==> src/hdl/pack_cell_temp_aggregator_assert.svh <==
// Assertion macros for the rack temperature and voltage aggregator.
`ifndef PACK_CELL_TEMP_AGGREGATOR_ASSERT_SVH
`define PACK_CELL_TEMP_AGGREGATOR_ASSERT_SVH

// Check that cons holds in the same cycle as ante.
`define PCTAGG_ASSERT_NOW(label, ante, cons) \
  label: assert property (@(posedge clk) disable iff (!rst_n) (ante) |-> (cons)) \
    else $error("pctagg: same-cycle check failed");

// Check that cons holds in the cycle after ante.
`define PCTAGG_ASSERT_NEXT(label, ante, cons) \
  label: assert property (@(posedge clk) disable iff (!rst_n) (ante) |=> (cons)) \
    else $error("pctagg: next-cycle check failed");

`endif

==> src/hdl/pctagg_pkg.sv <==
// Shared constants and types of the rack temperature and voltage aggregator.
`default_nettype none
package pctagg_pkg;

  localparam int TRAYS   = 16;
  localparam int CELLS   = 16;
  localparam int SENSORS = 4;

  // Pack sum divisor
  localparam int PACK_DIV = 10;

  // Active tray counter saturates here
  localparam logic [4:0] ACT_MAX = 5'd31;

  // Largest constant that scales the active tray count
  localparam int SCALE_MAX = (CELLS > SENSORS) ? CELLS : SENSORS;
  localparam int DVS_MAX   = (31 * SCALE_MAX > PACK_DIV) ? 31 * SCALE_MAX : PACK_DIV;

  // Shared divider widths
  localparam int DVD_W = 25;
  localparam int DVS_W = $clog2(DVS_MAX + 1);

  typedef struct packed {
    logic [3:0]         tray_index;
    logic [1:0]         sensor_index;
    logic               tray_active;
    logic [15:0]        max_cell_mv;
    logic [15:0]        min_cell_mv;
    logic [19:0]        tray_sum_mv;
    logic signed [15:0] module_temp;
    logic               unlock;
  } item_t;

  typedef struct packed {
    logic [15:0]        max_cell;
    logic [4:0]         max_cell_tray;
    logic [15:0]        min_cell;
    logic [4:0]         min_cell_tray;
    logic [23:0]        active_cell_sum;
    logic [4:0]         active_trays;
    logic [22:0]        temp_sum;
    logic signed [15:0] max_temp;
    logic [5:0]         max_where;
    logic signed [15:0] min_temp;
    logic [5:0]         min_where;
    logic [24:0]        all_tray_sum;
    logic               unlock_all;
    logic               temp_seen;
  } acc_state_t;

endpackage
`default_nettype wire

==> src/hdl/pctagg_div.sv <==
// Shared restoring divider, one quotient bit per cycle.
`default_nettype none
module pctagg_div (
  input  wire logic                          clk,
  input  wire logic                          rst_n,
  input  wire logic                          go,
  input  wire logic [pctagg_pkg::DVD_W-1:0]  dividend,
  input  wire logic [pctagg_pkg::DVS_W-1:0]  divisor,
  output logic                               done,
  output logic [pctagg_pkg::DVD_W-1:0]       quot
);
  import pctagg_pkg::*;

  localparam int CNT_W = $clog2(DVD_W);

  logic               run_r, run_nxt;
  logic               done_r, done_nxt;
  logic [CNT_W-1:0]   cnt_r, cnt_nxt;
  logic [DVS_W-1:0]   dvs_r, dvs_nxt;
  logic [DVS_W-1:0]   rem_r, rem_nxt;
  logic [DVD_W-1:0]   quo_r, quo_nxt;
  logic [DVS_W:0]     trial;
  logic               fits;

  // Shift in the next dividend bit and try the subtraction
  assign trial = {rem_r, quo_r[DVD_W-1]};
  assign fits  = trial >= {1'b0, dvs_r};

  always_comb begin
    run_nxt  = run_r;
    done_nxt = 1'b0;
    cnt_nxt  = cnt_r;
    dvs_nxt  = dvs_r;
    rem_nxt  = rem_r;
    quo_nxt  = quo_r;
    if (go) begin
      run_nxt = 1'b1;
      cnt_nxt = CNT_W'(DVD_W - 1);
      dvs_nxt = divisor;
      rem_nxt = '0;
      quo_nxt = dividend;
    end else if (run_r) begin
      rem_nxt = fits ? DVS_W'(trial - {1'b0, dvs_r}) : trial[DVS_W-1:0];
      quo_nxt = {quo_r[DVD_W-2:0], fits};
      if (cnt_r == '0) begin
        run_nxt  = 1'b0;
        done_nxt = 1'b1;
      end else begin
        cnt_nxt = cnt_r - 1'b1;
      end
    end
  end

  always_ff @(posedge clk) begin
    if (!rst_n) begin
      run_r  <= 1'b0;
      done_r <= 1'b0;
    end else begin
      run_r  <= run_nxt;
      done_r <= done_nxt;
    end
    cnt_r <= cnt_nxt;
    dvs_r <= dvs_nxt;
    rem_r <= rem_nxt;
    quo_r <= quo_nxt;
  end

  assign done = done_r;
  assign quot = quo_r;

endmodule
`default_nettype wire

==> src/hdl/pctagg_acc.sv <==
// Running extremes and sums over one rack scan.
`default_nettype none
module pctagg_acc (
  input  wire logic                    clk,
  input  wire logic                    rst_n,
  input  wire logic                    take,
  input  wire logic                    clr,
  input  wire pctagg_pkg::item_t       item,
  output pctagg_pkg::acc_state_t       st
);
  import pctagg_pkg::*;

  acc_state_t st_r, st_nxt, st_rst;
  logic       in_range;
  logic [9:0] where_full;
  logic [4:0] tray_one;

  // Reset values of the scan state
  always_comb begin
    st_rst                 = '0;
    st_rst.min_cell        = 16'hFFFF;
    st_rst.max_temp        = 16'sh8000;
    st_rst.min_temp        = 16'sh7FFF;
    st_rst.unlock_all      = 1'b1;
  end

  assign in_range   = (7'(item.tray_index) < 7'(TRAYS)) &&
                      (5'(item.sensor_index) < 5'(SENSORS));
  assign where_full = 10'(item.tray_index) * 10'(SENSORS) + 10'(item.sensor_index);
  assign tray_one   = 5'(item.tray_index) + 5'd1;

  // Fold one item into the scan state
  always_comb begin
    st_nxt = st_r;
    if (take && in_range) begin
      if (item.sensor_index == 2'd0) begin
        st_nxt.all_tray_sum = st_r.all_tray_sum + 25'(item.tray_sum_mv);
        st_nxt.unlock_all   = st_r.unlock_all & item.unlock;
        if (item.tray_active) begin
          if (st_r.active_trays == '0 || item.max_cell_mv > st_r.max_cell) begin
            st_nxt.max_cell      = item.max_cell_mv;
            st_nxt.max_cell_tray = tray_one;
          end
          if (st_r.active_trays == '0 || item.min_cell_mv < st_r.min_cell) begin
            st_nxt.min_cell      = item.min_cell_mv;
            st_nxt.min_cell_tray = tray_one;
          end
          st_nxt.active_cell_sum = st_r.active_cell_sum + 24'(item.tray_sum_mv);
          if (st_r.active_trays != ACT_MAX) begin
            st_nxt.active_trays = st_r.active_trays + 5'd1;
          end
        end
      end
      if (item.tray_active) begin
        st_nxt.temp_sum = st_r.temp_sum + 23'(item.module_temp);
        if (!st_r.temp_seen || item.module_temp > st_r.max_temp) begin
          st_nxt.max_temp  = item.module_temp;
          st_nxt.max_where = where_full[5:0];
        end
        if (!st_r.temp_seen || item.module_temp <= st_r.min_temp) begin
          st_nxt.min_temp  = item.module_temp;
          st_nxt.min_where = where_full[5:0];
        end
        st_nxt.temp_seen = 1'b1;
      end
    end
  end

  always_ff @(posedge clk) begin
    if (!rst_n || clr) begin
      st_r <= st_rst;
    end else begin
      st_r <= st_nxt;
    end
  end

  assign st = st_r;

endmodule
`default_nettype wire

==> src/hdl/pack_cell_temp_aggregator.sv <==
// Top level: rack scan aggregator with a sequencer over one shared divider.
//
//   channel  | handshake             | fields
//   ---------+-----------------------+------------------------------------------
//   in_      | start && !busy        | tray, sensor, active, cells, temp, unlock
//   out_     | out_valid, one cycle  | extremes, averages, pack sum, flags
//
// An item without last is taken and busy stays low.
// An item with last raises busy while three divisions, each made of load, 25
// quotient bits and done, run in turn on the one shared divider.
// The result strobes on the first cycle with busy low again; a new item may be
// taken in that same cycle. The receiver cannot stall the result.
// Reset is synchronous and returns the scan state to its start values.
`default_nettype none
`include "pack_cell_temp_aggregator_assert.svh"
module pack_cell_temp_aggregator (
  input  wire logic               clk,
  input  wire logic               rst_n,
  input  wire logic               start,
  output logic                    busy,
  input  wire logic [3:0]         in_tray_index,
  input  wire logic [1:0]         in_sensor_index,
  input  wire logic               in_tray_active,
  input  wire logic [15:0]        in_max_cell_mv,
  input  wire logic [15:0]        in_min_cell_mv,
  input  wire logic [19:0]        in_tray_sum_mv,
  input  wire logic signed [15:0] in_module_temp,
  input  wire logic               in_unlock,
  input  wire logic               in_last,
  output logic                    out_valid,
  output logic [15:0]             out_max_cell_out,
  output logic [4:0]              out_max_cell_tray,
  output logic [15:0]             out_min_cell_out,
  output logic [4:0]              out_min_cell_tray,
  output logic [15:0]             out_avg_cell,
  output logic signed [15:0]      out_max_temp,
  output logic [5:0]              out_max_temp_where,
  output logic signed [15:0]      out_min_temp,
  output logic [5:0]              out_min_temp_where,
  output logic signed [15:0]      out_avg_temp,
  output logic [20:0]             out_pack_sum,
  output logic [1:0]              out_flags
);
  import pctagg_pkg::*;

  localparam logic [1:0] S_IDLE = 2'd0;
  localparam logic [1:0] S_CELL = 2'd1;
  localparam logic [1:0] S_TEMP = 2'd2;
  localparam logic [1:0] S_PACK = 2'd3;

  logic [1:0]        state_r, state_nxt;
  logic              go_r, go_nxt;
  logic              valid_r, valid_nxt;
  logic              accept;
  logic              acc_clr;
  item_t             item;
  acc_state_t        st;
  logic              div_done;
  logic [DVD_W-1:0]  div_q;
  logic [DVD_W-1:0]  dvd;
  logic [DVS_W-1:0]  dvs;
  logic [22:0]       temp_mag;
  logic              temp_neg;
  logic              no_active;
  logic [15:0]       avg_cell_r, avg_cell_nxt;
  logic signed [15:0] avg_temp_r, avg_temp_nxt;

  logic [15:0]        max_cell_r, min_cell_r, avg_cell_o_r;
  logic [4:0]         max_tray_r, min_tray_r;
  logic signed [15:0] max_temp_r, min_temp_r, avg_temp_o_r;
  logic [5:0]         max_where_r, min_where_r;
  logic [20:0]        pack_sum_r;
  logic [1:0]         flags_r;

  assign accept = start && !busy;
  assign busy   = state_r != S_IDLE;

  always_comb begin
    item.tray_index   = in_tray_index;
    item.sensor_index = in_sensor_index;
    item.tray_active  = in_tray_active;
    item.max_cell_mv  = in_max_cell_mv;
    item.min_cell_mv  = in_min_cell_mv;
    item.tray_sum_mv  = in_tray_sum_mv;
    item.module_temp  = in_module_temp;
    item.unlock       = in_unlock;
  end

  pctagg_acc u_acc (
    .clk   (clk),
    .rst_n (rst_n),
    .take  (accept),
    .clr   (acc_clr),
    .item  (item),
    .st    (st)
  );

  // Operands of the division that the current step needs
  assign temp_neg  = st.temp_sum[22];
  assign temp_mag  = temp_neg ? 23'(-st.temp_sum) : st.temp_sum;
  assign no_active = st.active_trays == '0;

  always_comb begin
    case (state_r)
      S_CELL: begin
        dvd = DVD_W'(st.active_cell_sum);
        dvs = DVS_W'(DVS_W'(st.active_trays) * DVS_W'(CELLS));
      end
      S_TEMP: begin
        dvd = DVD_W'(temp_mag);
        dvs = DVS_W'(DVS_W'(st.active_trays) * DVS_W'(SENSORS));
      end
      default: begin
        dvd = st.all_tray_sum;
        dvs = DVS_W'(PACK_DIV);
      end
    endcase
  end

  pctagg_div u_div (
    .clk      (clk),
    .rst_n    (rst_n),
    .go       (go_r),
    .dividend (dvd),
    .divisor  (dvs),
    .done     (div_done),
    .quot     (div_q)
  );

  // Step through the three divisions after the closing item
  always_comb begin
    state_nxt    = state_r;
    go_nxt       = 1'b0;
    valid_nxt    = 1'b0;
    acc_clr      = 1'b0;
    avg_cell_nxt = avg_cell_r;
    avg_temp_nxt = avg_temp_r;
    case (state_r)
      S_IDLE: begin
        if (accept && in_last) begin
          state_nxt = S_CELL;
          go_nxt    = 1'b1;
        end
      end
      S_CELL: begin
        if (div_done) begin
          avg_cell_nxt = (div_q[DVD_W-1:16] != '0) ? 16'hFFFF : div_q[15:0];
          state_nxt    = S_TEMP;
          go_nxt       = 1'b1;
        end
      end
      S_TEMP: begin
        if (div_done) begin
          if (temp_neg) begin
            avg_temp_nxt = (div_q > DVD_W'(32768)) ? 16'sh8000 : -$signed(div_q[15:0]);
          end else begin
            avg_temp_nxt = (div_q > DVD_W'(32767)) ? 16'sh7FFF : $signed(div_q[15:0]);
          end
          state_nxt = S_PACK;
          go_nxt    = 1'b1;
        end
      end
      S_PACK: begin
        if (div_done) begin
          state_nxt = S_IDLE;
          valid_nxt = 1'b1;
          acc_clr   = 1'b1;
        end
      end
      default: begin
        state_nxt = S_IDLE;
      end
    endcase
  end

  always_ff @(posedge clk) begin
    if (!rst_n) begin
      state_r <= S_IDLE;
      go_r    <= 1'b0;
      valid_r <= 1'b0;
    end else begin
      state_r <= state_nxt;
      go_r    <= go_nxt;
      valid_r <= valid_nxt;
    end
    avg_cell_r <= avg_cell_nxt;
    avg_temp_r <= avg_temp_nxt;
  end

  // Load the result registers as the last division finishes
  always_ff @(posedge clk) begin
    if (valid_nxt) begin
      pack_sum_r   <= (div_q[DVD_W-1:21] != '0) ? 21'h1FFFFF : div_q[20:0];
      flags_r      <= {no_active, st.unlock_all};
      max_cell_r   <= no_active ? 16'd0 : st.max_cell;
      max_tray_r   <= no_active ? 5'd0 : st.max_cell_tray;
      min_cell_r   <= no_active ? 16'd0 : st.min_cell;
      min_tray_r   <= no_active ? 5'd0 : st.min_cell_tray;
      avg_cell_o_r <= no_active ? 16'd0 : avg_cell_r;
      avg_temp_o_r <= no_active ? 16'sd0 : avg_temp_r;
      max_temp_r   <= (no_active || !st.temp_seen) ? 16'sd0 : st.max_temp;
      max_where_r  <= (no_active || !st.temp_seen) ? 6'd0 : st.max_where;
      min_temp_r   <= (no_active || !st.temp_seen) ? 16'sd0 : st.min_temp;
      min_where_r  <= (no_active || !st.temp_seen) ? 6'd0 : st.min_where;
    end
  end

  assign out_valid          = valid_r;
  assign out_max_cell_out   = max_cell_r;
  assign out_max_cell_tray  = max_tray_r;
  assign out_min_cell_out   = min_cell_r;
  assign out_min_cell_tray  = min_tray_r;
  assign out_avg_cell       = avg_cell_o_r;
  assign out_max_temp       = max_temp_r;
  assign out_max_temp_where = max_where_r;
  assign out_min_temp       = min_temp_r;
  assign out_min_temp_where = min_where_r;
  assign out_avg_temp       = avg_temp_o_r;
  assign out_pack_sum       = pack_sum_r;
  assign out_flags          = flags_r;

  // Closing item starts the division sequence
  `PCTAGG_ASSERT_NEXT(a_last_goes_busy, accept && in_last, busy && go_r)
  // Divider finishes only inside the sequence
  `PCTAGG_ASSERT_NOW(a_done_in_seq, div_done, state_r != S_IDLE)
  // Result comes with the sequencer back at rest
  `PCTAGG_ASSERT_NOW(a_result_idle, out_valid, state_r == S_IDLE && !go_r)
  // A result strobe lasts one cycle
  `PCTAGG_ASSERT_NEXT(a_strobe_single, out_valid, !out_valid)

endmodule
`default_nettype wire
==> config.mk <==
export PLATFORM = sky130hd
export DESIGN_NAME = pack_cell_temp_aggregator
export DESIGN_NICKNAME = d
export VERILOG_FILES = /design/src/hdl/pctagg_pkg.sv /design/src/hdl/pctagg_div.sv /design/src/hdl/pctagg_acc.sv /design/src/hdl/pack_cell_temp_aggregator.sv
export VERILOG_INCLUDE_DIRS = /design/src /design/src/hdl
export SDC_FILE = /design/constraint.sdc
export NUM_CORES = 1
export LEC_CHECK = 0
export BUFFER_PORTS_ARGS = -buffer_cell sky130_fd_sc_hd__buf_2
export CORE_MARGIN = 3
export CORE_UTILIZATION = 35
export DETAILED_ROUTE_END_ITERATION = 12
export GPL_ROUTABILITY_DRIVEN = 0
export GPL_TIMING_DRIVEN = 0
export MAX_ROUTING_LAYER = met4
export PLACE_DENSITY = 0.54
export SLEW_MARGIN = 15
export SYNTH_ARGS = -nofsm -noshare
export SYNTH_HDL_FRONTEND = slang
export SYNTH_SLANG_ARGS = --single-unit
==> constraint.sdc <==
create_clock -name clk -period 10 [get_ports clk]
set_input_delay 2 -clock clk [delete_from_list [all_inputs] [get_ports clk]]
set_output_delay 2 -clock clk [all_outputs]
set_load 0.01 [all_outputs]
Word level (Yosys, flattened, before mapping) --
Index checks and enable logic that the tools add are counted.
Word-level totals: memories 0, output and inout port bits 143, memory bits (writable) 0, flip-flop bits (word level) 392, latch bits 0, bits in read-only memories 0, logic and storage cells 121
Cells by class: multiply operators 0, bitwise gates (word level) 4, divide/modulo/power cells 0, shift operators 0, add/sub/neg operators 10, equal/unequal tests 8, reductions and logical operators 33, $lt $le $gt $ge 7, muxes and demuxes 22
Operator list (number):
- 2-to-1 mux 25 bit | 2
- case mux 25 bit (2 select lines) | 1
- 2-to-1 mux 16 bit | 3
- greater-than comparator 16 bit | 2
- adder 25 x 20 -> 25 bit | 1
- greater-than comparator 25 x 15 -> 1 bit (second input constant) | 1
- greater-than comparator 25 x 16 -> 1 bit (second input constant) | 1
- adder 24 x 20 -> 24 bit | 1
- adder 23 bit | 1
- 2-to-1 mux 23 bit | 1
- negator 23 bit | 1
- case mux 9 bit (2 select lines) | 1
- <= comparator 16 bit | 1
- < comparator 16 bit | 1
- negator 16 bit | 1
- AND reduction 4 bit | 4
- greater-or-equal comparator 10 x 9 -> 1 bit | 1
- logical NOT 5 bit | 2
- AND reduction 2 bit | 5
- 2-to-1 mux 9 bit | 1
- AND reduction 3 bit | 3
- nonzero test 9 bit | 1
- subtractor 9 bit | 1
- 2-to-1 mux 2 bit | 4
- other kinds (22) | 43

Logic depth before layout (Yosys ltp) --
Gate-level depths: netlist (run 1).
word-level depth 6, depth in mapped cells 12, depth with buffers taken out 11

Hierarchy --
A second synthesis (run 1) with hierarchy kept.
Unflattened totals: cells, all modules 2208, area total of the unflattened synthesis 21623.2 µm²
Modules (own cells, without submodules):
- pctagg_acc | cells an instance 1382, instances 1, area an instance 11125.7 µm², sequential area each 3303.2 µm²
- pack_cell_temp_aggregator | cells an instance 629, instances 1, area an instance 8040.2 µm², sequential area each 5275.1 µm²
- pctagg_div | cells an instance 197, instances 1, area an instance 2457.4 µm², sequential area each 1341.3 µm²

Worst setup path before layout (run 1) --
No wires, ideal clock.
path kind reg-to-reg, start register state_r[0], end register u_acc.st_r, in the netlist u_acc.st[137], slack 5.422 ns, arrival time 4.499 ns, period minus slack after synthesis 4.578 ns, path buffers 3, cell stages (with the launch flop) 9, setup time 0.079 ns, path through dfxtp_1 > ha_1 > nand2_1 > inv_1 > nor2_1 > clkbuf_1 > clkbuf_1 > buf_1 > o211ai_1
RTL lines:
- start: declaration | line pack_cell_temp_aggregator.sv:51 | logic [1:0] state_r, state_nxt;
- start signal: assignment | line pack_cell_temp_aggregator.sv:182 | state_r <= state_nxt;
- equality test 2 bit | line pack_cell_temp_aggregator.sv:138 | case (state_r)
- 2-to-1 mux 1 bit | line pack_cell_temp_aggregator.sv:138
- net acc_clr | line pack_cell_temp_aggregator.sv:55 | logic acc_clr;
- logical OR 1 bit | line pctagg_acc.sv:70 | if (!rst_n || clr) begin
- end signal: assignment | line pctagg_acc.sv:71 | st_r <= st_rst;
- end signal: assignment | line pctagg_acc.sv:73 | st_r <= st_nxt;
- end: declaration | line pctagg_acc.sv:13 | acc_state_t st_r, st_nxt, st_rst;
The timed path passes the listed nets, and every way through them passes these cells. A chain may end at the register's enable or synchronous reset.

Final worst setup path (run 1) --
start input in_tray_sum_mv[0], end register u_acc.st_r, in the netlist u_acc.st[121]
On the way: word-level cells in the longest chain between the ends 1
RTL lines:
- start: declaration | line pack_cell_temp_aggregator.sv:26 | input wire logic [19:0] in_tray_sum_mv,
- adder 24 x 20 -> 24 bit | line pctagg_acc.sv:48 | st_nxt.active_cell_sum = st_r.active_cell_sum + 24'(item.tray_sum_mv);
Every way passes these cells.

==> results of run 1 <==
cell families after synthesis:
kind of cell	Yosys count	synth area share, %
AOI/OAI and AO/OA	493	15.8
xor gates and xnor gates	72	3.07
adders and majority gates	150	9.28
buffers and inverters	223	4.12
DFF	391	48.1
muxes	61	2.97
and+or+nand+nor	710	16.6
metrics by stage:
stage / instance area [um2] / power (mW)
after floorplan: 20500 / 2.66
after CTS: 24200 / 4.75
final: 24200 / 4.73
after global placement: 22600 / 2.98
after global routing: 24200 / 4.96
after detailed placement: 22700 / 3.01
where the power goes:
part	switching [mW]	leakage (nW)	internal, mW
combinational	0.699	5.76	0.390
clock	0.692	0.745	1.04
sequential	0.0992	3.21	1.80
layout make-up:
type                    instances  area (um2)
clock inverters                29         348
flip-flops and latches        391        9890
well taps                     765         957
inverters                     122         465
multi-input cells            1486        9820
repair buffers                223        1140
diodes                          2        5.00
clock buffers                  55        1200
plain buffers                 101         389
fillers                      5764       33700
worst reg2reg max path, cell delays in order (launching register included):
cell and delay (ns):
dfxtp_1 0.36, ha_1 0.24, nand2_1 0.21, inv_8 0.16, buf_16 0.28, nor2_1 0.49, clkbuf_1 0.66, clkbuf_1 0.52
buf_1 0.55, o211ai_1 0.19
registers in the layout (all words and copies together), names as in the netlist, 2 cells and up:
signal and cells:
u_acc.st 165, u_div.quot 25, out_pack_sum 21, avg_cell_r 16, avg_temp_r 16, out_avg_cell 16, out_avg_temp 16, out_max_cell_out 16
out_max_temp 16, out_min_cell_out 16, out_min_temp 16, u_div.rem_r 9, u_div.dvs_r 8, out_max_temp_where 6, out_min_temp_where 6, out_max_cell_tray 5
out_min_cell_tray 5, u_div.cnt_r 5, out_flags 2, state_r 2
path summary, 6_finish.rpt:
check / slack, ns / to / cells past startpoint
setup / recovery: 5.39 / u_acc.st[121]$_SDFFE_PP0P_ / 11
setup reg to reg: 6.16 / u_acc.st[140]$_SDFFE_PP1P_ / 9
hold reg to reg: 0.45 / u_div.done$_SDFF_PP0_ / 1
hold / removal: 0.45 / u_div.done$_SDFF_PP0_ / 1
synth_stat cells (11+ instances only):
| master | instances | share of area [%] |
|---|---|---|
| clkbuf_1 | 89 | 1.6 |
| nor2b_1 | 11 | 0.33 |
| o21a_1 | 18 | 0.66 |
| o211ai_1 | 40 | 1.5 |
| ha_1 | 146 | 8.9 |
| nor2_1 | 174 | 3.2 |
| dfxtp_1 | 185 | 18 |
| inv_1 | 121 | 2.2 |
| a221o_1 | 15 | 0.73 |
| edfxtp_1 | 206 | 30 |
| nand4_1 | 24 | 0.73 |
| o31ai_1 | 25 | 0.91 |
| xor2_1 | 22 | 0.94 |
| and3_1 | 61 | 1.9 |
| a211oi_1 | 23 | 0.84 |
| nor3_1 | 29 | 0.71 |
| o21ai_0 | 96 | 2.3 |
| nand3_1 | 90 | 2.2 |
| nand2b_1 | 18 | 0.55 |
| xnor2_1 | 50 | 2.1 |
| or3_1 | 12 | 0.37 |
| a21o_1 | 58 | 2.1 |
| mux2i_1 | 61 | 3.0 |
| a21oi_1 | 126 | 3.1 |
| nand2_1 | 204 | 3.7 |
| and2_1 | 50 | 1.5 |
routing by layer:
metal / global-route usage, % / vias to the layer above
li1: - / 8172
met5: - / -
met3: 2.98 / 76
met1: 28.8 / 8103
met2: 32.8 / 499
met4: 4.68 / 0
==> reports/qor.yml, run 1 <==
cts:
  hold_buffers: 0
  h-tree-depth: 2
  clockRootBuffer: "clkbuf_16"
  cts.clk_slew.worst_paths_ns: 0.06
  postCtsSetupRepairBufs: 0
  clkSinkCount: 391
  cts_buffers: 45
  cts_repair_resize_count: 0
  ctsLongestPathBuffers: 3
  clock_latency_ns: 0.59
  cts_tree: "done"
drt:
  top_layer_used: "met4"
  met1_length_um: 29600
  wl_met3_um: 3880
  drtAntennaViolNets: 0
  routed_via_density: 5.31
  wl_um: 63300
  vias: 16900
  avgRoutedWirePerCell_um: 20.0
  wl_met2_um: 28700
  drtIter0Drc: 1068
  dr.pass1.iters: 7
  drc: 0
synth:
  synth_nets: 2330
  synth_top_flop_cell: "edfxtp_1"
  synth_edf_count: 206
  ys_ff_latch: 391
  ys_warn_count: 0
  synth_cells: 2100
  syn_area_um2: 20500
  ys_seq_area_share_pct: 48.1
  ys_types: 71
  synth.avg_cell_area_um2: 9.78
  async_flop_share_pct: 0
outcome:
  status: "finished clean"
floorplanning:
  die_x_um: 248
  num_rows: 88
  core_um2: 57900
  die_h_um: 248
  start_util_pct: 35.5
  pin_count: 223
  die-area_um2: 61700
worst_setup_path:
  reg2reg_from: "state_r[0]$_SDFFE_PN0P_"
  cp_slowest_cell: "a211oi_1"
  start_kind: "primary input"
  crit_buf_inv: 1
  worstSetupPathType: "in2reg"
  cp-startpoint: "in_tray_sum_mv[0]"
  crit_family: "compound AO/OA/AOI/OAI gates"
  crit_fanout: 4
  critPathArrivalTime_ns: 5.04
  critPathRequiredTime_ns: 10.43
  slowest_delay_ns: 0.52
  worst_setup_path_end_kind: "flip-flop"
  cp_cell_sequence: "buf_2, ha_1, fa_1, a21oi_1, o211ai_1, a311oi_1, o211ai_1, a41o_1, a211oi_1, or4_1, a21oi_1"
grt:
  grt_pass1_vias: 16500
  antenna_found_initial: 4
  grt_max_degree: 89
  grt_pass1_wl_um: 96600
  overflow: 0
  grt_usage_pct: 20.9
cells_and_area:
  area_delta_synth_final_pct: 17.8
  nNetsFinal: 2600
  layout_commonest_cell: "buf_2"
  fin_util_pct: 41.8
  drive_above_1_share_pct: 13.3
  fin_cells: 3174
  layout_common_cells: "buf_2 (230), edfxtp_1 (206), nand2_1 (204), dfxtp_1 (185), nor2_1 (174)"
min_path:
  worstHoldPathType: "reg2reg"
  hp-start: "u_div.cnt_r[4]$_SDFFE_PP1P_"
placed_design:
  dp_slack_ns: 4.82
  io_buffer_count: 222
  dp_hpwl_um: 49000
  dp.cells: 3088
sta:
  fmax_mhz: 217
  period_needed_ns: 4.61
  max_slew_margin_pct: 28.2
  fin_crit_sh_pct: 46.1
  fin_setup_tns_ns: 0
  finalSetupViolCount: 0
  rsz0062_at_grt: "no"
  whs_ns: 0.453
  setup_ws_ns: 5.39
  hold_viol: 0
  skew_ns: 0.0220
  worstMarginPinSlew_ns: 1.08
  drv_slew: 0
flow_run:
  cap_violations: 0
power_and_ir_drop:
  irDropWorstVdd_v: 0.000125
  power_density_nw_per_um2: 195
  p_leak_nw: 9.72
Power figures use the tool's default switching activity.
==> inputs of run 2 (changes only) <==
--- a/config.mk
+++ b/config.mk
@@ -6,6 +6,7 @@
 export SDC_FILE = /design/constraint.sdc
 export NUM_CORES = 1
 export LEC_CHECK = 0
+export ABC_AREA = 1
 export BUFFER_PORTS_ARGS = -buffer_cell sky130_fd_sc_hd__buf_2
 export CORE_MARGIN = 3
 export CORE_UTILIZATION = 35
==> constraint.sdc (replaced) <==
create_clock -name clk -period 4.83 [get_ports clk]
set_input_delay 0.966 -clock clk [delete_from_list [all_inputs] [get_ports clk]]
set_output_delay 0.966 -clock clk [all_outputs]
set_load 0.01 [all_outputs]
==> reports/qor.yml, run 2 <==
cts:
  cts_buffers: 47  # +4.4%
  cts_repair_resize_count: 0  # unchanged
  postCtsSetupRepairBufs: 0  # unchanged
  clockRootBuffer: "clkbuf_16"
  clock_latency_ns: 0.61  # +0.02 ns
  hold_buffers: 0  # unchanged
  cts_tree: "done"
  clkSinkCount: 391  # unchanged
  h-tree-depth: 2  # unchanged
  cts.clk_slew.worst_paths_ns: 0.06  # about the same
  ctsLongestPathBuffers: 3  # unchanged
worst_setup_path:
  start_kind: "flip-flop"
  slowest_delay_ns: 0.68  # +0.16 ns
  cp_cell_sequence: "ha_1, nand2_1, clkinvlp_4, nor2_2, inv_1, clkbuf_1, a211oi_1"
  crit_family: "buffers and inverters"
  critPathArrivalTime_ns: 3.66  # -1.38 ns
  worst_setup_path_end_kind: "flip-flop"
  worstSetupPathType: "reg2reg"
  cp_slowest_cell: "nor2_2"
  crit_buf_inv: 3  # +2
  critPathRequiredTime_ns: 5.30  # -5.13 ns
  crit_fanout: 10  # +6
drt:
  drtAntennaViolNets: 0  # unchanged
  routed_via_density: 5.05  # -4.8%
  drc: 0  # unchanged
  dr.pass1.iters: 6  # -1
  avgRoutedWirePerCell_um: 18.2  # -8.7%
  vias: 19800  # +17%
  wl_um: 71300  # +13%
  drtIter0Drc: 1508  # +41%
synth:
  ys_types: 53  # -25%
  syn_area_um2: 22000  # +6.8%
  synth_most_common_cell: "nand2_1"
  post-synth-top-area-cell: "edfxtp_1"
  synth_commonest_cells: "nand2_1 (503), inv_1 (389), nor2_1 (353)"
  synth_nets: 2989  # +28%
  async_flop_share_pct: 0  # unchanged
  synth_top_flop_cell: "edfxtp_1"
  synth_cells: 2759  # +31%
  ys_top_cells_by_area: "edfxtp_1 (28%), dfxtp_1 (17%), nand2_1 (8.6%)"
  ys_warn_count: 0  # unchanged
  synth_top_area_share_pct: 28.2  # -1.9 points
  ys_seq_area_share_pct: 45.1  # -3.1 points
  synth_edf_count: 206  # unchanged
  ys_ff_latch: 391  # unchanged
  synth.avg_cell_area_um2: 7.96  # -19%
sta:
  setup_ws_ns: 1.64  # -3.75 ns
  skew_ns: 0.0458  # +0.0238 ns
  fmax_mhz: 313
  period_needed_ns: 3.19
  whs_ns: 0.403  # -0.0498 ns
  fin_setup_tns_ns: 0  # unchanged
  finalSetupViolCount: 0  # unchanged
  max_slew_margin_pct: 18.6  # -9.7 points
  hold_viol: 0  # unchanged
  fin_crit_sh_pct: 66.1
  drv_slew: 0  # unchanged
  rsz0062_at_grt: "no"
  worstMarginPinSlew_ns: 1.22  # +0.145 ns
floorplanning:
  core_um2: 61800  # +6.8%
  die_h_um: 256  # +3.3%
  start_util_pct: 35.5  # about the same
  pin_count: 223  # unchanged
  die_x_um: 256  # +3.3%
  die-area_um2: 65800  # +6.7%
  num_rows: 91  # +3.4%
grt:
  grt_max_degree: 40  # -55%
  grt_pass1_wl_um: 108000  # +12%
  grt_pass1_vias: 18800  # +14%
  grt_usage_pct: 21.6  # +0.67 points
  overflow: 0  # unchanged
  antenna_found_initial: 2  # -2
power_and_ir_drop:
  seqPwrFrac_pct: 39.2  # -1.0 points
  netSwitchingFraction_pct: 33.4  # +1.9 points
  power_density_nw_per_um2: 396  # +100%
  p_int_mw: 6.81  # +110%
  power_mw: 10.2  # +120%
  irDropWorstVdd_v: 0.000264  # +110%
  comb_power_share_pct: 24.6  # +1.5 points
  p_leak_nw: 11.8  # +21%
  p_clk_share_pct: 36.2  # -0.5 points
  p_sw_mw: 3.42  # +130%
flow_run:
  cap_violations: 0  # unchanged
cells_and_area:
  drive_above_1_share_pct: 12.0  # -1.3 points
  layout_common_cells: "nand2_1 (503), inv_1 (388), nor2_1 (352), nand3_1 (258), buf_2 (240)"
  fin_cells: 3913  # +23%
  largest_reg_flops: 165  # unchanged
  area_delta_synth_final_pct: 17.7
  layout_commonest_cell: "nand2_1"
  fin_util_pct: 41.8  # about the same
  finalInstanceArea_um2: 25800  # +6.7%
  nNetsFinal: 3264  # +26%
placed_design:
  dp.cells: 3822  # +24%
  dp_hpwl_um: 56000  # +14%
  io_buffer_count: 222  # unchanged
  postPlaceCellArea_um2: 24200  # +6.8%
  dp_slack_ns: 1.48  # -3.34 ns
outcome:
  status: "finished clean"
min_path:
  worstHoldPathType: "reg2reg"
-- run 2: logic make-up after synthesis --
kind of cell / synth area share (%)
adder cells (fa/ha/maj): 8.69
flip-flops: 45.1
AND/OR/NAND/NOR: 23.4
buffers and inverters: 8.69
AO/OA/AOI/OAI: 12.5
XOR/XNOR: 1.68
-- run 2: worst register-to-register path: cells and delay by family, from the launching register on --
family,cells,cell delay (ns)
DFF,1,0.35
and+or+nand+nor,2,0.81
AOI/OAI and AO/OA,1,0.40
adders and majority gates,1,0.23
buffers and inverters,3,1.27
-- run 2: cell type report --
class / count / area [um2]
Sequential cell: 391 / 9890
Inverter: 395 / 1490
Multi-Input combinational cell: 1879 / 10200
Clock buffer: 57 / 1260
Fill cell: 6332 / 36000
Tap cell: 837 / 1050
Antenna cell: 3 / 7.51
Clock inverter: 31 / 363
Buffer: 94 / 424
Timing Repair Buffer: 226 / 1190
-- run 2: power by group through the flow --
stage	clock network [mW]	registers, mW	logic, mW
global placement	0	4.07	2.43
detailed placement	0	4.08	2.48
global route	3.92	4.04	2.85
CTS	3.79	4.01	2.49
floorplan	0	3.99	1.78
finish	3.70	4.01	2.51
-- run 2: worst paths after layout --
path / depth (start not counted) / end / slack (ns) / start
setup / recovery: 7 / u_acc.st[73]$_SDFFE_PP0P_ / 1.64 / state_r[0]$_SDFFE_PN0P_
hold / removal: 0 / out_flags[0]$_DFFE_PP_ / 0.40 / u_acc.st[1]$_SDFFE_PP1P_
setup reg to reg: 7 / u_acc.st[73]$_SDFFE_PP0P_ / 1.64 / state_r[0]$_SDFFE_PN0P_
hold reg to reg: 0 / out_flags[0]$_DFFE_PP_ / 0.40 / u_acc.st[1]$_SDFFE_PP1P_
-- run 2: layer usage --
layer  wire length (um)  track usage (%)  vias to the layer above  part of all wire (%)
li1                   -                -                     9798                     -
met1              32100             28.2                     9274                    45
met2              32900             34.8                      588                    46
met3               4530             3.52                      106                   6.4
met4               1710             5.64                        0                   2.4
met5                  0                -                        -                     0
